--- src/rc2_block_cipher_core_macros.svh ---
// ----------------------------------------------------------------------------
// rc2 block cipher core assertion macros
// shared concurrent assertion forms for the cipher core
// ----------------------------------------------------------------------------
`ifndef RC2_BLOCK_CIPHER_CORE_MACROS_SVH
`define RC2_BLOCK_CIPHER_CORE_MACROS_SVH

// same-cycle implication, disabled during reset
`define RC2_ASSERT_IMPL(LABEL, CLK, RSTN, ANTE, CONS, MSG) \
    LABEL: assert property (@(posedge CLK) disable iff (!RSTN) (ANTE) |-> (CONS)) \
        else $error(MSG);

// next-cycle implication, disabled during reset
`define RC2_ASSERT_NEXT(LABEL, CLK, RSTN, ANTE, CONS, MSG) \
    LABEL: assert property (@(posedge CLK) disable iff (!RSTN) (ANTE) |=> (CONS)) \
        else $error(MSG);

`endif

--- src/rc2_pkg.sv ---
// ----------------------------------------------------------------------------
// rc2 package
// types, codes and the pi permutation for the rc2 cipher core
// ----------------------------------------------------------------------------
`timescale 1ns / 1ps
`default_nettype none

package rc2_pkg;

    localparam int TABLE_BYTES = 128;
    localparam int TABLE_AW    = $clog2(TABLE_BYTES);
    localparam int BYTE_W      = 8;
    localparam int WORD_W      = 16;
    localparam int BLOCK_W     = 64;
    localparam int LEN_W       = TABLE_AW + 1;

    localparam logic [LEN_W-1:0]    KEY_FULL   = LEN_W'(TABLE_BYTES);
    localparam logic [TABLE_AW-1:0] LAST_INDEX = TABLE_AW'(TABLE_BYTES - 1);

    localparam logic [3:0] ENC_FIRST_ROUND  = 4'd0;
    localparam logic [3:0] ENC_LAST_ROUND   = 4'd15;
    localparam logic [3:0] DEC_FIRST_ROUND  = 4'd15;
    localparam logic [3:0] DEC_LAST_ROUND   = 4'd0;
    localparam logic [3:0] ENC_MASH_ROUND_A = 4'd4;
    localparam logic [3:0] ENC_MASH_ROUND_B = 4'd10;
    localparam logic [3:0] DEC_MASH_ROUND_A = 4'd11;
    localparam logic [3:0] DEC_MASH_ROUND_B = 4'd5;
    localparam logic [1:0] ENC_FIRST_WORD   = 2'd0;
    localparam logic [1:0] ENC_LAST_WORD    = 2'd3;
    localparam logic [1:0] DEC_FIRST_WORD   = 2'd3;
    localparam logic [1:0] DEC_LAST_WORD    = 2'd0;

    typedef enum logic [1:0] {
        OP_KEY = 2'd0,
        OP_ENC = 2'd1,
        OP_DEC = 2'd2,
        OP_NOP = 2'd3
    } rc2_op_t;

    typedef enum logic [1:0] {
        STAT_OK       = 2'd0,
        STAT_NO_KEY   = 2'd1,
        STAT_KEY_LONG = 2'd2
    } rc2_status_t;

    typedef enum logic [2:0] {
        S_IDLE,
        S_EXP_RD,
        S_EXP_WR,
        S_RND_RD,
        S_RND_EX,
        S_RESULT
    } rc2_state_t;

    typedef enum logic [1:0] {
        PH_FWD,
        PH_MID,
        PH_BWD
    } rc2_phase_t;

    typedef struct packed {
        rc2_op_t              operation;
        logic [BYTE_W-1:0]    key_byte;
        logic                 key_last;
        logic [BLOCK_W-1:0]   block_in;
    } rc2_cmd_t;

    typedef struct packed {
        logic [BLOCK_W-1:0]   block_out;
        rc2_status_t          status;
    } rc2_res_t;

    localparam logic [BYTE_W-1:0] PI_TABLE [256] = '{
        8'hd9, 8'h78, 8'hf9, 8'hc4, 8'h19, 8'hdd, 8'hb5, 8'hed,
        8'h28, 8'he9, 8'hfd, 8'h79, 8'h4a, 8'ha0, 8'hd8, 8'h9d,
        8'hc6, 8'h7e, 8'h37, 8'h83, 8'h2b, 8'h76, 8'h53, 8'h8e,
        8'h62, 8'h4c, 8'h64, 8'h88, 8'h44, 8'h8b, 8'hfb, 8'ha2,
        8'h17, 8'h9a, 8'h59, 8'hf5, 8'h87, 8'hb3, 8'h4f, 8'h13,
        8'h61, 8'h45, 8'h6d, 8'h8d, 8'h09, 8'h81, 8'h7d, 8'h32,
        8'hbd, 8'h8f, 8'h40, 8'heb, 8'h86, 8'hb7, 8'h7b, 8'h0b,
        8'hf0, 8'h95, 8'h21, 8'h22, 8'h5c, 8'h6b, 8'h4e, 8'h82,
        8'h54, 8'hd6, 8'h65, 8'h93, 8'hce, 8'h60, 8'hb2, 8'h1c,
        8'h73, 8'h56, 8'hc0, 8'h14, 8'ha7, 8'h8c, 8'hf1, 8'hdc,
        8'h12, 8'h75, 8'hca, 8'h1f, 8'h3b, 8'hbe, 8'he4, 8'hd1,
        8'h42, 8'h3d, 8'hd4, 8'h30, 8'ha3, 8'h3c, 8'hb6, 8'h26,
        8'h6f, 8'hbf, 8'h0e, 8'hda, 8'h46, 8'h69, 8'h07, 8'h57,
        8'h27, 8'hf2, 8'h1d, 8'h9b, 8'hbc, 8'h94, 8'h43, 8'h03,
        8'hf8, 8'h11, 8'hc7, 8'hf6, 8'h90, 8'hef, 8'h3e, 8'he7,
        8'h06, 8'hc3, 8'hd5, 8'h2f, 8'hc8, 8'h66, 8'h1e, 8'hd7,
        8'h08, 8'he8, 8'hea, 8'hde, 8'h80, 8'h52, 8'hee, 8'hf7,
        8'h84, 8'haa, 8'h72, 8'hac, 8'h35, 8'h4d, 8'h6a, 8'h2a,
        8'h96, 8'h1a, 8'hd2, 8'h71, 8'h5a, 8'h15, 8'h49, 8'h74,
        8'h4b, 8'h9f, 8'hd0, 8'h5e, 8'h04, 8'h18, 8'ha4, 8'hec,
        8'hc2, 8'he0, 8'h41, 8'h6e, 8'h0f, 8'h51, 8'hcb, 8'hcc,
        8'h24, 8'h91, 8'haf, 8'h50, 8'ha1, 8'hf4, 8'h70, 8'h39,
        8'h99, 8'h7c, 8'h3a, 8'h85, 8'h23, 8'hb8, 8'hb4, 8'h7a,
        8'hfc, 8'h02, 8'h36, 8'h5b, 8'h25, 8'h55, 8'h97, 8'h31,
        8'h2d, 8'h5d, 8'hfa, 8'h98, 8'he3, 8'h8a, 8'h92, 8'hae,
        8'h05, 8'hdf, 8'h29, 8'h10, 8'h67, 8'h6c, 8'hba, 8'hc9,
        8'hd3, 8'h00, 8'he6, 8'hcf, 8'he1, 8'h9e, 8'ha8, 8'h2c,
        8'h63, 8'h16, 8'h01, 8'h3f, 8'h58, 8'he2, 8'h89, 8'ha9,
        8'h0d, 8'h38, 8'h34, 8'h1b, 8'hab, 8'h33, 8'hff, 8'hb0,
        8'hbb, 8'h48, 8'h0c, 8'h5f, 8'hb9, 8'hb1, 8'hcd, 8'h2e,
        8'hc5, 8'hf3, 8'hdb, 8'h47, 8'he5, 8'ha5, 8'h9c, 8'h77,
        8'h0a, 8'ha6, 8'h20, 8'h68, 8'hfe, 8'h7f, 8'hc1, 8'had
    };

endpackage

`default_nettype wire

--- src/rc2_ram.sv ---
// ----------------------------------------------------------------------------
// rc2 ram
// generic single write, dual read memory with registered read data
// ----------------------------------------------------------------------------
`timescale 1ns / 1ps
`default_nettype none

module rc2_ram #(
    parameter int WIDTH = 8,
    parameter int DEPTH = 128
) (
    input  wire logic                     clk,
    input  wire logic                     we,
    input  wire logic [$clog2(DEPTH)-1:0] waddr,
    input  wire logic [WIDTH-1:0]         wdata,
    input  wire logic [$clog2(DEPTH)-1:0] raddr_a,
    input  wire logic [$clog2(DEPTH)-1:0] raddr_b,
    output logic      [WIDTH-1:0]         rdata_a,
    output logic      [WIDTH-1:0]         rdata_b
);

    logic [WIDTH-1:0] mem_reg [DEPTH];

    always_ff @(posedge clk)
    begin
        if (we)
        begin
            mem_reg[waddr] <= wdata;
        end
        rdata_a <= mem_reg[raddr_a];
        rdata_b <= mem_reg[raddr_b];
    end

endmodule

`default_nettype wire

--- src/rc2_block_cipher_core.sv ---
// ----------------------------------------------------------------------------
// rc2 block cipher core
// rc2 on 64-bit little-endian blocks with byte-wise key loading
// ----------------------------------------------------------------------------
// Key bytes arrive one per transaction; the byte flagged last starts the
// expansion of the stored key of length L into the 128-byte table, in
// which every table byte is read from the table RAM in S_EXP_RD and written
// back in S_EXP_WR. An encrypt or decrypt block runs one 16-bit round unit
// through one quarter round at a time, 64 mix and 8 mash steps, as each
// step waits in S_RND_RD on the registered read of its key word from the
// table RAM. Other transactions go from idle straight to the result state.
// One transaction is worked on at a time; the result sits in an output
// register, so the next transaction is taken while a result waits.
`timescale 1ns / 1ps
`default_nettype none
`include "rc2_block_cipher_core_macros.svh"

module rc2_block_cipher_core (
    input  wire logic            clk,
    input  wire logic            rst_n,
    input  wire logic            cmd_valid,
    output logic                 cmd_stall,
    input  wire rc2_pkg::rc2_cmd_t cmd,
    output logic                 res_valid,
    input  wire logic            res_stall,
    output rc2_pkg::rc2_res_t    res
);

    import rc2_pkg::*;

    rc2_state_t           state_reg, state_next;
    logic [LEN_W-1:0]     key_length_reg, key_length_next;
    logic                 key_ready_reg, key_ready_next;
    logic [TABLE_AW-1:0]  exp_len_reg, exp_len_next;
    logic [TABLE_AW-1:0]  idx_reg, idx_next;
    rc2_phase_t           phase_reg, phase_next;
    logic [3:0]           rnd_reg, rnd_next;
    logic [1:0]           qtr_reg, qtr_next;
    logic                 mash_reg, mash_next;
    logic                 dec_reg, dec_next;
    logic [WORD_W-1:0]    s0_reg, s0_next;
    logic [WORD_W-1:0]    s1_reg, s1_next;
    logic [WORD_W-1:0]    s2_reg, s2_next;
    logic [WORD_W-1:0]    s3_reg, s3_next;
    rc2_status_t          status_reg, status_next;
    logic                 res_valid_reg, res_valid_next;
    rc2_res_t             res_reg, res_next;

    logic                 cmd_accept;
    logic                 res_free;
    logic                 key_full;
    logic [LEN_W-1:0]     key_len_new;
    logic                 ram_we;
    logic [TABLE_AW-1:0]  ram_waddr;
    logic [BYTE_W-1:0]    ram_wdata;
    logic [TABLE_AW-1:0]  ram_raddr_a;
    logic [TABLE_AW-1:0]  ram_raddr_b;
    logic [BYTE_W-1:0]    ram_rdata_a;
    logic [BYTE_W-1:0]    ram_rdata_b;
    logic [BYTE_W-1:0]    exp_index;
    logic [BYTE_W-1:0]    exp_byte;
    logic                 exp_done;
    logic [5:0]           kword_sel;
    logic [WORD_W-1:0]    kword;
    logic [WORD_W-1:0]    mix_term;
    logic [WORD_W-1:0]    rotr_val;
    logic [WORD_W-1:0]    add_a;
    logic [WORD_W-1:0]    add_b;
    logic [WORD_W-1:0]    sum_val;
    logic [WORD_W-1:0]    rotl_val;
    logic [WORD_W-1:0]    step_val;
    logic                 last_q;
    logic                 last_round;
    logic                 mash_round;
    logic                 rnd_done;
    logic [BLOCK_W-1:0]   block_unload;

    assign cmd_stall   = (state_reg != S_IDLE);
    assign cmd_accept  = cmd_valid && !cmd_stall;
    assign res_free    = !res_valid_reg || !res_stall;
    assign key_full    = (key_length_reg == KEY_FULL);
    assign key_len_new = key_full ? key_length_reg : key_length_reg + LEN_W'(1);

    // key table
    rc2_ram #(
        .WIDTH (BYTE_W),
        .DEPTH (TABLE_BYTES)
    ) u_key_table (
        .clk     (clk),
        .we      (ram_we),
        .waddr   (ram_waddr),
        .wdata   (ram_wdata),
        .raddr_a (ram_raddr_a),
        .raddr_b (ram_raddr_b),
        .rdata_a (ram_rdata_a),
        .rdata_b (ram_rdata_b)
    );

    // expansion byte
    always_comb
    begin
        unique case (phase_reg)
            PH_FWD:  exp_index = ram_rdata_a + ram_rdata_b;
            PH_MID:  exp_index = ram_rdata_a;
            PH_BWD:  exp_index = ram_rdata_a ^ ram_rdata_b;
            default: exp_index = ram_rdata_a;
        endcase
    end

    assign exp_byte = PI_TABLE[exp_index];
    assign exp_done = (idx_reg == '0) && ((phase_reg == PH_MID) || (phase_reg == PH_BWD));

    // round unit
    assign kword_sel = mash_reg ? s3_reg[5:0] : {rnd_reg, qtr_reg};
    assign kword     = {ram_rdata_b, ram_rdata_a};
    assign mix_term  = kword + (s3_reg & s2_reg) + (~s3_reg & s1_reg);

    always_comb
    begin
        unique case (qtr_reg)
            2'd0:    rotr_val = {s0_reg[0],   s0_reg[15:1]};
            2'd1:    rotr_val = {s0_reg[1:0], s0_reg[15:2]};
            2'd2:    rotr_val = {s0_reg[2:0], s0_reg[15:3]};
            default: rotr_val = {s0_reg[4:0], s0_reg[15:5]};
        endcase
    end

    assign add_a   = (dec_reg && !mash_reg) ? rotr_val : s0_reg;
    assign add_b   = mash_reg ? kword : mix_term;
    assign sum_val = dec_reg ? add_a - add_b : add_a + add_b;

    always_comb
    begin
        unique case (qtr_reg)
            2'd0:    rotl_val = {sum_val[14:0], sum_val[15]};
            2'd1:    rotl_val = {sum_val[13:0], sum_val[15:14]};
            2'd2:    rotl_val = {sum_val[12:0], sum_val[15:13]};
            default: rotl_val = {sum_val[10:0], sum_val[15:11]};
        endcase
    end

    assign step_val   = (!dec_reg && !mash_reg) ? rotl_val : sum_val;
    assign last_q     = dec_reg ? (qtr_reg == DEC_LAST_WORD) : (qtr_reg == ENC_LAST_WORD);
    assign last_round = dec_reg ? (rnd_reg == DEC_LAST_ROUND) : (rnd_reg == ENC_LAST_ROUND);
    assign mash_round = dec_reg
        ? ((rnd_reg == DEC_MASH_ROUND_A) || (rnd_reg == DEC_MASH_ROUND_B))
        : ((rnd_reg == ENC_MASH_ROUND_A) || (rnd_reg == ENC_MASH_ROUND_B));
    assign rnd_done   = last_q && last_round;

    assign block_unload = dec_reg ? {s0_reg, s3_reg, s2_reg, s1_reg}
                                  : {s3_reg, s2_reg, s1_reg, s0_reg};

    // next state
    always_comb
    begin
        state_next = state_reg;
        unique case (state_reg)
            S_IDLE:
            begin
                if (cmd_accept)
                begin
                    priority if (cmd.operation == OP_KEY && cmd.key_last)
                    begin
                        state_next = S_EXP_RD;
                    end
                    else if ((cmd.operation == OP_ENC || cmd.operation == OP_DEC)
                             && key_ready_reg)
                    begin
                        state_next = S_RND_RD;
                    end
                    else
                    begin
                        state_next = S_RESULT;
                    end
                end
            end
            S_EXP_RD: state_next = S_EXP_WR;
            S_EXP_WR: state_next = exp_done ? S_RESULT : S_EXP_RD;
            S_RND_RD: state_next = S_RND_EX;
            S_RND_EX: state_next = rnd_done ? S_RESULT : S_RND_RD;
            S_RESULT: state_next = res_free ? S_IDLE : S_RESULT;
            default:  state_next = S_IDLE;
        endcase
    end

    // table ram control
    always_comb
    begin
        ram_we      = 1'b0;
        ram_waddr   = idx_reg;
        ram_wdata   = exp_byte;
        ram_raddr_a = idx_reg;
        ram_raddr_b = idx_reg;
        unique case (state_reg)
            S_IDLE:
            begin
                ram_we    = cmd_accept && (cmd.operation == OP_KEY) && !key_full;
                ram_waddr = key_length_reg[TABLE_AW-1:0];
                ram_wdata = cmd.key_byte;
            end
            S_EXP_RD:
            begin
                unique case (phase_reg)
                    PH_FWD:
                    begin
                        ram_raddr_a = idx_reg - TABLE_AW'(1);
                        ram_raddr_b = idx_reg - exp_len_reg;
                    end
                    PH_BWD:
                    begin
                        ram_raddr_a = idx_reg + TABLE_AW'(1);
                        ram_raddr_b = idx_reg + exp_len_reg;
                    end
                    default:
                    begin
                        ram_raddr_a = idx_reg;
                        ram_raddr_b = idx_reg;
                    end
                endcase
            end
            S_EXP_WR:
            begin
                ram_we = 1'b1;
            end
            S_RND_RD:
            begin
                ram_raddr_a = {kword_sel, 1'b0};
                ram_raddr_b = {kword_sel, 1'b1};
            end
            default:
            begin
                ram_we = 1'b0;
            end
        endcase
    end

    // datapath next values
    always_comb
    begin
        key_length_next = key_length_reg;
        key_ready_next  = key_ready_reg;
        exp_len_next    = exp_len_reg;
        idx_next        = idx_reg;
        phase_next      = phase_reg;
        rnd_next        = rnd_reg;
        qtr_next        = qtr_reg;
        mash_next       = mash_reg;
        dec_next        = dec_reg;
        s0_next         = s0_reg;
        s1_next         = s1_reg;
        s2_next         = s2_reg;
        s3_next         = s3_reg;
        status_next     = status_reg;
        res_valid_next  = res_valid_reg && res_stall;
        res_next        = res_reg;

        unique case (state_reg)
            S_IDLE:
            begin
                if (cmd_accept)
                begin
                    status_next = STAT_OK;
                    dec_next    = 1'b0;
                    mash_next   = 1'b0;
                    s0_next     = '0;
                    s1_next     = '0;
                    s2_next     = '0;
                    s3_next     = '0;
                    unique case (cmd.operation)
                        OP_KEY:
                        begin
                            key_ready_next = 1'b0;
                            if (key_full)
                            begin
                                status_next = STAT_KEY_LONG;
                            end
                            if (cmd.key_last)
                            begin
                                key_length_next = '0;
                                exp_len_next    = key_len_new[TABLE_AW-1:0];
                                if (key_len_new == KEY_FULL)
                                begin
                                    phase_next = PH_MID;
                                    idx_next   = '0;
                                end
                                else
                                begin
                                    phase_next = PH_FWD;
                                    idx_next   = key_len_new[TABLE_AW-1:0];
                                end
                            end
                            else
                            begin
                                key_length_next = key_len_new;
                            end
                        end
                        OP_ENC, OP_DEC:
                        begin
                            if (!key_ready_reg)
                            begin
                                status_next = STAT_NO_KEY;
                            end
                            else if (cmd.operation == OP_ENC)
                            begin
                                rnd_next = ENC_FIRST_ROUND;
                                qtr_next = ENC_FIRST_WORD;
                                s0_next  = cmd.block_in[15:0];
                                s1_next  = cmd.block_in[31:16];
                                s2_next  = cmd.block_in[47:32];
                                s3_next  = cmd.block_in[63:48];
                            end
                            else
                            begin
                                dec_next = 1'b1;
                                rnd_next = DEC_FIRST_ROUND;
                                qtr_next = DEC_FIRST_WORD;
                                s0_next  = cmd.block_in[63:48];
                                s1_next  = cmd.block_in[15:0];
                                s2_next  = cmd.block_in[31:16];
                                s3_next  = cmd.block_in[47:32];
                            end
                        end
                        OP_NOP:
                        begin
                            status_next = STAT_OK;
                        end
                    endcase
                end
            end
            S_EXP_WR:
            begin
                unique case (phase_reg)
                    PH_FWD:
                    begin
                        if (idx_reg == LAST_INDEX)
                        begin
                            phase_next = PH_MID;
                            idx_next   = TABLE_AW'(0) - exp_len_reg;
                        end
                        else
                        begin
                            idx_next = idx_reg + TABLE_AW'(1);
                        end
                    end
                    default:
                    begin
                        phase_next = PH_BWD;
                        idx_next   = idx_reg - TABLE_AW'(1);
                    end
                endcase
                if (exp_done)
                begin
                    key_ready_next = 1'b1;
                end
            end
            S_RND_EX:
            begin
                if (dec_reg)
                begin
                    s0_next  = s3_reg;
                    s1_next  = step_val;
                    s2_next  = s1_reg;
                    s3_next  = s2_reg;
                    qtr_next = qtr_reg - 2'd1;
                end
                else
                begin
                    s0_next  = s1_reg;
                    s1_next  = s2_reg;
                    s2_next  = s3_reg;
                    s3_next  = step_val;
                    qtr_next = qtr_reg + 2'd1;
                end
                if (last_q)
                begin
                    if (!mash_reg && mash_round)
                    begin
                        mash_next = 1'b1;
                    end
                    else
                    begin
                        mash_next = 1'b0;
                        rnd_next  = dec_reg ? rnd_reg - 4'd1 : rnd_reg + 4'd1;
                    end
                end
            end
            S_RESULT:
            begin
                if (res_free)
                begin
                    res_valid_next    = 1'b1;
                    res_next.block_out = block_unload;
                    res_next.status    = status_reg;
                end
            end
            default:
            begin
                status_next = status_reg;
            end
        endcase
    end

    // control registers
    always_ff @(posedge clk or negedge rst_n)
    begin
        if (!rst_n)
        begin
            state_reg      <= S_IDLE;
            key_length_reg <= '0;
            key_ready_reg  <= 1'b0;
            res_valid_reg  <= 1'b0;
        end
        else
        begin
            state_reg      <= state_next;
            key_length_reg <= key_length_next;
            key_ready_reg  <= key_ready_next;
            res_valid_reg  <= res_valid_next;
        end
    end

    // datapath registers
    always_ff @(posedge clk)
    begin
        exp_len_reg <= exp_len_next;
        idx_reg     <= idx_next;
        phase_reg   <= phase_next;
        rnd_reg     <= rnd_next;
        qtr_reg     <= qtr_next;
        mash_reg    <= mash_next;
        dec_reg     <= dec_next;
        s0_reg      <= s0_next;
        s1_reg      <= s1_next;
        s2_reg      <= s2_next;
        s3_reg      <= s3_next;
        status_reg  <= status_next;
        res_reg     <= res_next;
    end

    assign res_valid = res_valid_reg;
    assign res       = res_reg;

    `RC2_ASSERT_IMPL(a_rounds_need_key, clk, rst_n, (state_reg == S_RND_RD) || (state_reg == S_RND_EX), key_ready_reg, "cipher rounds running without an expanded key")
    `RC2_ASSERT_IMPL(a_ready_from_expansion, clk, rst_n, $rose(key_ready_reg), $past(state_reg) == S_EXP_WR, "key ready raised outside key expansion")
    `RC2_ASSERT_NEXT(a_key_byte_clears_ready, clk, rst_n, cmd_accept && (cmd.operation == OP_KEY), !key_ready_reg, "key byte transaction left key ready set")

endmodule

`default_nettype wire
--- config.mk ---
export PLATFORM = sky130hd
export DESIGN_NAME = rc2_block_cipher_core
export DESIGN_NICKNAME = d
export VERILOG_FILES = /design/src/rc2_pkg.sv /design/src/rc2_ram.sv /design/src/rc2_block_cipher_core.sv
export VERILOG_INCLUDE_DIRS = /design/src /design/src/src
export SDC_FILE = /design/constraint.sdc
export NUM_CORES = 2
export LEC_CHECK = 0
export BUFFER_PORTS_ARGS = -buffer_cell sky130_fd_sc_hd__clkbuf_2
export CELL_PAD_IN_SITES_DETAIL_PLACEMENT = 0
export CELL_PAD_IN_SITES_GLOBAL_PLACEMENT = 2
export CORE_AREA = 2 2 412 455
export CTS_CLUSTER_SIZE = 25
export DETAILED_ROUTE_END_ITERATION = 10
export DIE_AREA = 0 0 414 457
export MAX_ROUTING_LAYER = met4
export PLACE_DENSITY_LB_ADDON = 0.1
export SLEW_MARGIN = 30
export SYNTH_ARGS = -nofsm -noshare
export SYNTH_HDL_FRONTEND = slang
export SYNTH_SLANG_ARGS = --single-unit
--- constraint.sdc ---
create_clock -name clk -period 10.06 [get_ports clk]
set_input_delay 0 -clock clk [delete_from_list [all_inputs] [get_ports clk]]
set_output_delay 0 -clock clk [all_outputs]
set_load 0.1 [all_outputs]
## Word level (Yosys, flattened, before mapping)

Memories as Yosys holds them, arrays and structs flattened. A register that Yosys moved wholly into a read port is not among the register bits.
Cells that the tools add are included.
W data, S select, Z words.

| storage, ports and cells | value |
|---|---|
| ROM bits | 2048 |
| register bits | 169 |
| logic and storage cells | 213 |
| memories | 2 |
| bits in latches | 0 |
| bits in writable memories | 1024 |
| output and inout port bits | 68 |

| cells by class | value |
|---|---|
| shifts and indexed selects | 0 |
| equal/unequal tests | 30 |
| add/subtract/negate cells | 15 |
| bitwise gates (word level) | 5 |
| reductions and logical operators | 44 |
| order comparisons | 1 |
| $mul | 0 |
| multiplexer cells | 98 |
| div/mod/pow operators | 0 |

Memory list:

| name | depth | width | read ports | clocked after Yosys merged registers in | wr ports | line | RTL |
|---|---|---|---|---|---|---|---|
| (no name shown) | 256 | 8 | 1 | 0 | 0 | rc2_block_cipher_core.sv:110 | `assign exp_byte = PI_TABLE[exp_index];` |
| u_key_table.mem_reg | 128 | 8 | 2 | 2 | 1 | rc2_ram.sv:22 | `logic [WIDTH-1:0] mem_reg [DEPTH];` |

Operator list:

| cell | count |
|---|---|
| $mux W16 | 24 |
| $pmux W16 S2 | 4 |
| $pmux W16 S3 | 2 |
| $pmux W7 S2 | 5 |
| $mux W64 | 1 |
| $mux W7 | 7 |
| $add A16 B16 Y16 | 3 |
| $mux W8 | 5 |
| $and A16 B16 Y16 | 2 |
| $mux W4 | 7 |
| $mux W2 | 11 |
| $mux W3 | 6 |
| $pmux W3 S6 | 1 |
| $eq A8 B8 Y1 const B | 2 |
| $mux W1 | 16 |
| $ne A2 B2 Y1 const B | 8 |
| $not A16 Y16 | 1 |
| $pmux W8 S2 | 1 |
| $reduce_and A4 Y1 | 4 |
| $sub A16 B16 Y16 | 1 |
| $eq A4 B4 Y1 const B | 3 |
| $logic_and A1 B1 Y1 | 11 |
| $eq A2 B2 Y1 const B | 5 |
| $ge A9 B9 Y1 const B | 1 |
| 38 further kinds | 62 |

## Logic depth before layout (Yosys ltp)

| logic depth | value |
|---|---|
| depth in word-level cells | 10 |
| gate-level depth with buffers | 24 |
| depth with buffers taken out | 23 |

## By module

A second synthesis with hierarchy kept.

| second synthesis, totals | value |
|---|---|
| cell total of the unflattened synthesis | 4144 |
| area, all modules | 65501.6 um^2 |

By module, submodules not included:

| module | area an instance (um^2) | sequential area each (um^2) | cells each | instances |
|---|---|---|---|---|
| rc2_ram | 47848.4 | 31069.8 | 2063 | 1 |
| rc2_block_cipher_core | 17653.2 | 5009.8 | 2081 | 1 |

## Worst setup path before layout

No wires, ideal clock.

| timing path | value |
|---|---|
| path kind | register to register |
| start point | register u_key_table.rdata_a[0] (read register of u_key_table.mem_reg) |
| end point | memory u_key_table.mem_reg[0][2] (data pin) |
| setup slack | -0.078 ns |
| required time | 8.797 ns |
| setup time | 1.263 ns |
| period minus slack after synthesis | 10.138 ns |
| data arrival time | 8.875 ns |
| cell stages (with the launch flop) | 16 |
| cell sequence | dfxtp_1 ha_1 fa_1 xor2_1 a221oi_2 buf_2 buf_2 buf_2 clkbuf_1 ha_1 clkbuf_1 o32ai_1 o21ai_0 o22ai_1 o22a_1 a221oi_1 |

| on the way | value |
|---|---|
| longest elaborated chain between the ends | 7 |
| elaborated cells between the ends (all ways) | 8 |
| those cells by class | 1 x add/sub; 4 x mux; 2 x bitwise; 1 x memory |

RTL lines:

| item | line | RTL |
|---|---|---|
| from (decl) | rc2_ram.sv:18 | `output logic [WIDTH-1:0] rdata_a,` |
| $add A8 B8 Y8 / $xor A8 B8 Y8 (equally long branches) | rc2_block_cipher_core.sv:103, rc2_block_cipher_core.sv:105 |  |
| $pmux W8 S2 (*) | rc2_block_cipher_core.sv:102 | `unique case (phase_reg)` |
| $not A8 Y9 (not written as such) (*) | rc2_block_cipher_core.sv:110 |  |
| $mem_v2 Z256 W8 (*) | - |  |
| $mux W8 (not written as such) (*) (2 in series) | rc2_block_cipher_core.sv:110 |  |
| $mux W8 (*) | rc2_block_cipher_core.sv:194 | `unique case (state_reg)` |
| via ram_wdata[2] | rc2_block_cipher_core.sv:55 | `logic [BYTE_W-1:0] ram_wdata;` |
| to (decl) | rc2_ram.sv:22 |  |

The timed path passes the listed nets; every way through them passes the cells marked *. The select of a mux whose other input is x is not followed.

## Worst setup path in the final report

| timing path | value |
|---|---|
| start point | register phase_reg[0] |
| end point | memory u_key_table.mem_reg[88][3] (data pin) |

| on the way | value |
|---|---|
| longest elaborated chain between the ends | 7 |
| elaborated cells between the ends (all ways) | 8 |
| those cells by class | 1 x eq/ne; 4 x mux; 1 x bitwise; 1 x reduce/logical; 1 x memory |

RTL lines:

| item | line | RTL |
|---|---|---|
| from (decl) | rc2_block_cipher_core.sv:36 | `rc2_phase_t phase_reg, phase_next;` |
| from (signal assigned) | rc2_block_cipher_core.sv:427 | `phase_reg <= phase_next;` |
| $eq A2 B2 Y1 / $logic_not A2 Y1 (equally long branches) | rc2_block_cipher_core.sv:102 |  |
| $pmux W8 S2 (*) | rc2_block_cipher_core.sv:102 |  |
| $not A8 Y9 (not written as such) (*) | rc2_block_cipher_core.sv:110 |  |
| $mem_v2 Z256 W8 (*) | - |  |
| $mux W8 (not written as such) (*) (2 in series) | rc2_block_cipher_core.sv:110 |  |
| $mux W8 (*) | rc2_block_cipher_core.sv:194 |  |
| via ram_wdata[3] | rc2_block_cipher_core.sv:55 |  |

Marks and branches as above.

==> summary.md <==
| Metric | Value |
|---|---|
| Status | complete, no violations |
| Final max-slew violation count | 0 |
| Normalized max-slew margin | 22.6% |
| Final Net Count | 7266 |
| Total GRT Usage | 32.0% |
| Leading area contributor after synthesis | edfxtp_1 |
| Mapped Cells | 7145 |
| Final Hold Fails | 0 |
| Crit. Startpoint | phase_reg[0] |
| Vias post-DR | 60.7k |
| RSZ-0062 raised after global routing | false |
| Ys async rst share | 1.08% |
| Synth cell count leaders | nand2_1 (1763), edfxtp_1 (1180), nand3_1 (546) |
| Yosys warnings | 0 |
| CP Launch Type | flop |
| Core area | 185000 sq um |
| Synth-to-layout area growth | 12.8% |
| Top post-synthesis cells by area | edfxtp_1 (51%), nand2_1 (9.5%), nand3_1 (3.9%), a211oi_1 (3.9%), a311oi_1 (2.6%) |
| Max Clk Rate | 145 MHz |
| Vias/cell | 6.30 |
| TNS Setup | 0 ps |
| Total gr overflow | 0 |
| Critical Path End | u_key_table.mem_reg[88][3] |
| Max-cap check violation count | 0 |
| Drt initial violations | 6727 |
| Die width | 414 microns |
| Full die area | 189000 sq um |
| Final period util | 68.3% |
| Drc violations | 0 |
| Vias in the first global route | 58.2k |
| Post-route core utilization | 42.5% |
| Worst reg-to-reg setup slack | 3180 ps |
| Hold crit path type | input pin to flop |
| Setup CP Type | flop to flop |
| CTS tree | yes |
| Synthesized net count | 7324 |
| Seq/Total Area, Yosys | 51.8% |
| IO Port Bufs | 146 |
| WL/cell | 31.5 microns |
| Share of layout cells above drive strength 1 | 11.1% |
| FF-to-FF Start | phase_reg[0] |
| Count leader, synth | nand2_1 |
| Main synth FF type | edfxtp_1 |
| Worst-Skew Late Latency | 820 ps |
| Placed insts | 9263 |
| # setup viols final | 0 |
| Yosys reg bits | 1209 |
| First-pass GRT wire length | 431 mm |
| EDFF count, synth | 1180 |
| Largest register FFs | 1024 |
| Placer congestion estimate | 0.952 |
| Post-Route WL | 304 mm |
| Sink Count | 1209 |
| DP HPWL | 192 mm |
| Worst-Margin Slew | 1160 ps |
| FF-to-FF End | u_key_table.mem_reg[88][3] |
| Post-cts sizing count | 0 |
| I/O Pins | 147 |
| Critical path required time | 10550 ps |
| Largest net degree at the start of global routing | 144 |
| Post-layout minimum cycle time | 6880 ps |
| Critical Path Fanout Max | 72 |
| Arrival time at the worst endpoint | 7360 ps |
| Post-Layout Cell Count | 9643 |
| CP endpoint kind | flop |
| Starting Density | 37.7% |
| Htree depth | 4 |
| Fill cells | 17.9k |
| Fin Hold WS | 6.20 ps |
| Inserted Clock Buffers | 146 |
| Num rows | 166 |
| Top cell type's share of synthesized area | 50.9% |
| Mean Syn Cell Area | 9.75 sq um |
| Routed Antenna Nets | 0 |
| Initial antenna violation count | 4 |
| Clk_skew | 34.2 ps |
| Die Ht | 457 microns |
| Worst R2R Path Depth | 14 |
| CTS Root Cell | clkbuf_16 |
| Longest Clk Path Bufs | 3 |
| Initial DRT Pass Iterations | 8 |
| Library cells used by synthesis | 104 |
| Worst-path clk slew | 70 ps |
| Post-CTS setup buffer count | 0 |
| Post-Syn Area | 69600 sq um |
[final cells by class]
| cell class | count | area (sq um) | area share, % |
|---|---|---|---|
| Timing Repair Buffer | 451 | 3620 | 4.61 |
| Clock inverter | 76 | 697 | 0.887 |
| Clock buffer | 188 | 3990 | 5.08 |
| Sequential cell | 1209 | 36100 | 45.9 |
| Inverter | 131 | 492 | 0.626 |
| Tap cell | 2436 | 3050 | 3.88 |
| Antenna cell | 4 | 10.0 | 0.0127 |
| Multi-Input combinational cell | 5148 | 30600 | 39.0 |
[timing repair]
action,in CTS,in global routing
endpoints found under the hold margin,135,0
hold buffers,110,0
endpoints found under the setup margin,0,0
[metal layers]
| metal | global-route usage [%] | vias up | part of all wire, % |
|---|---|---|---|
| li1 | - | 26763 | - |
| met2 | 50.5 | 2687 | 47 |
| met5 | - | - | 0 |
| met3 | 3.68 | 549 | 6.4 |
| met1 | 40.9 | 30714 | 41 |
| met4 | 15.6 | 0 | 5.4 |
[cell usage in the layout, fill, tap and decap left out, types with 23 or more instances in the layout]
| cell type | n |
|---|---|
| mux2i_1 | 124 |
| nor2_2 | 60 |
| ha_1 | 93 |
| o21ai_0 | 160 |
| o211ai_1 | 68 |
| edfxtp_1 | 1180 |
| and3_1 | 246 |
| clkbuf_16 | 152 |
| nor3_1 | 76 |
| nand3_1 | 543 |
| xor2_1 | 36 |
| o22ai_1 | 37 |
| a21oi_1 | 184 |
| nand2b_1 | 23 |
| o311ai_0 | 30 |
| clkinv_1 | 37 |
| nor2_1 | 223 |
| clkbuf_1 | 31 |
| xnor2_1 | 34 |
| a211oi_1 | 356 |
| nand2_1 | 1760 |
| buf_12 | 25 |
| a22oi_1 | 59 |
| inv_1 | 128 |
| clkbuf_2 | 146 |
| a311o_1 | 30 |
| or3_1 | 42 |
| a311oi_1 | 201 |
| mux2_2 | 84 |
| dlygate4sd3_1 | 110 |
| a31oi_1 | 216 |
| buf_4 | 166 |
[worst min path at each step]
stage / startpoint / depth (start not counted) / to
after floorplan: rst_n / 0 / key_length_reg[0]
after global placement: rst_n / 1 / state_reg[2]
after detailed placement: rst_n / 1 / state_reg[2]
after CTS: cmd[71] / 2 / u_key_table.mem_reg[52][6]
after global routing: cmd[69] / 4 / u_key_table.mem_reg[60][4]
final: cmd[69] / 4 / u_key_table.mem_reg[62][4]
[kinds of logic after synthesis]
kind of cell,after synthesis,share of synthesized area (%)
AND/OR/NAND/NOR,3087,19.4
multiplexers,216,3.40
AO/OA/AOI/OAI,1675,17.6
buffers and inverters,788,5.07
adder cells (fa/ha/maj),100,1.85
flip-flops,1209,51.8
XOR/XNOR,70,0.880
[critical path: stages (launching register included)]
cell      delay (ps)
edfxtp_1         420
inv_1            140
ha_1             760
nor2_1           270
a21o_1           500
ha_1             680
buf_4            280
inv_1            170
nor4_1           880
o311ai_0         310
a21oi_1          250
a31oi_1           70
o211ai_1         250
o211a_4          720
buf_4            690
[stage by stage]
stage                     worst slack, ps  instance area, sq um
final                                3180                 78600
after global routing                 2840                 78600
after CTS                            3120                 78500
after detailed placement             3120                 72700
after global placement               2980                 72500
after floorplan                      2240                 69700
Power is left out: the tool's default activity adds up to more than one toggle a clock period on the data nets, which glitch-free logic cannot reach.
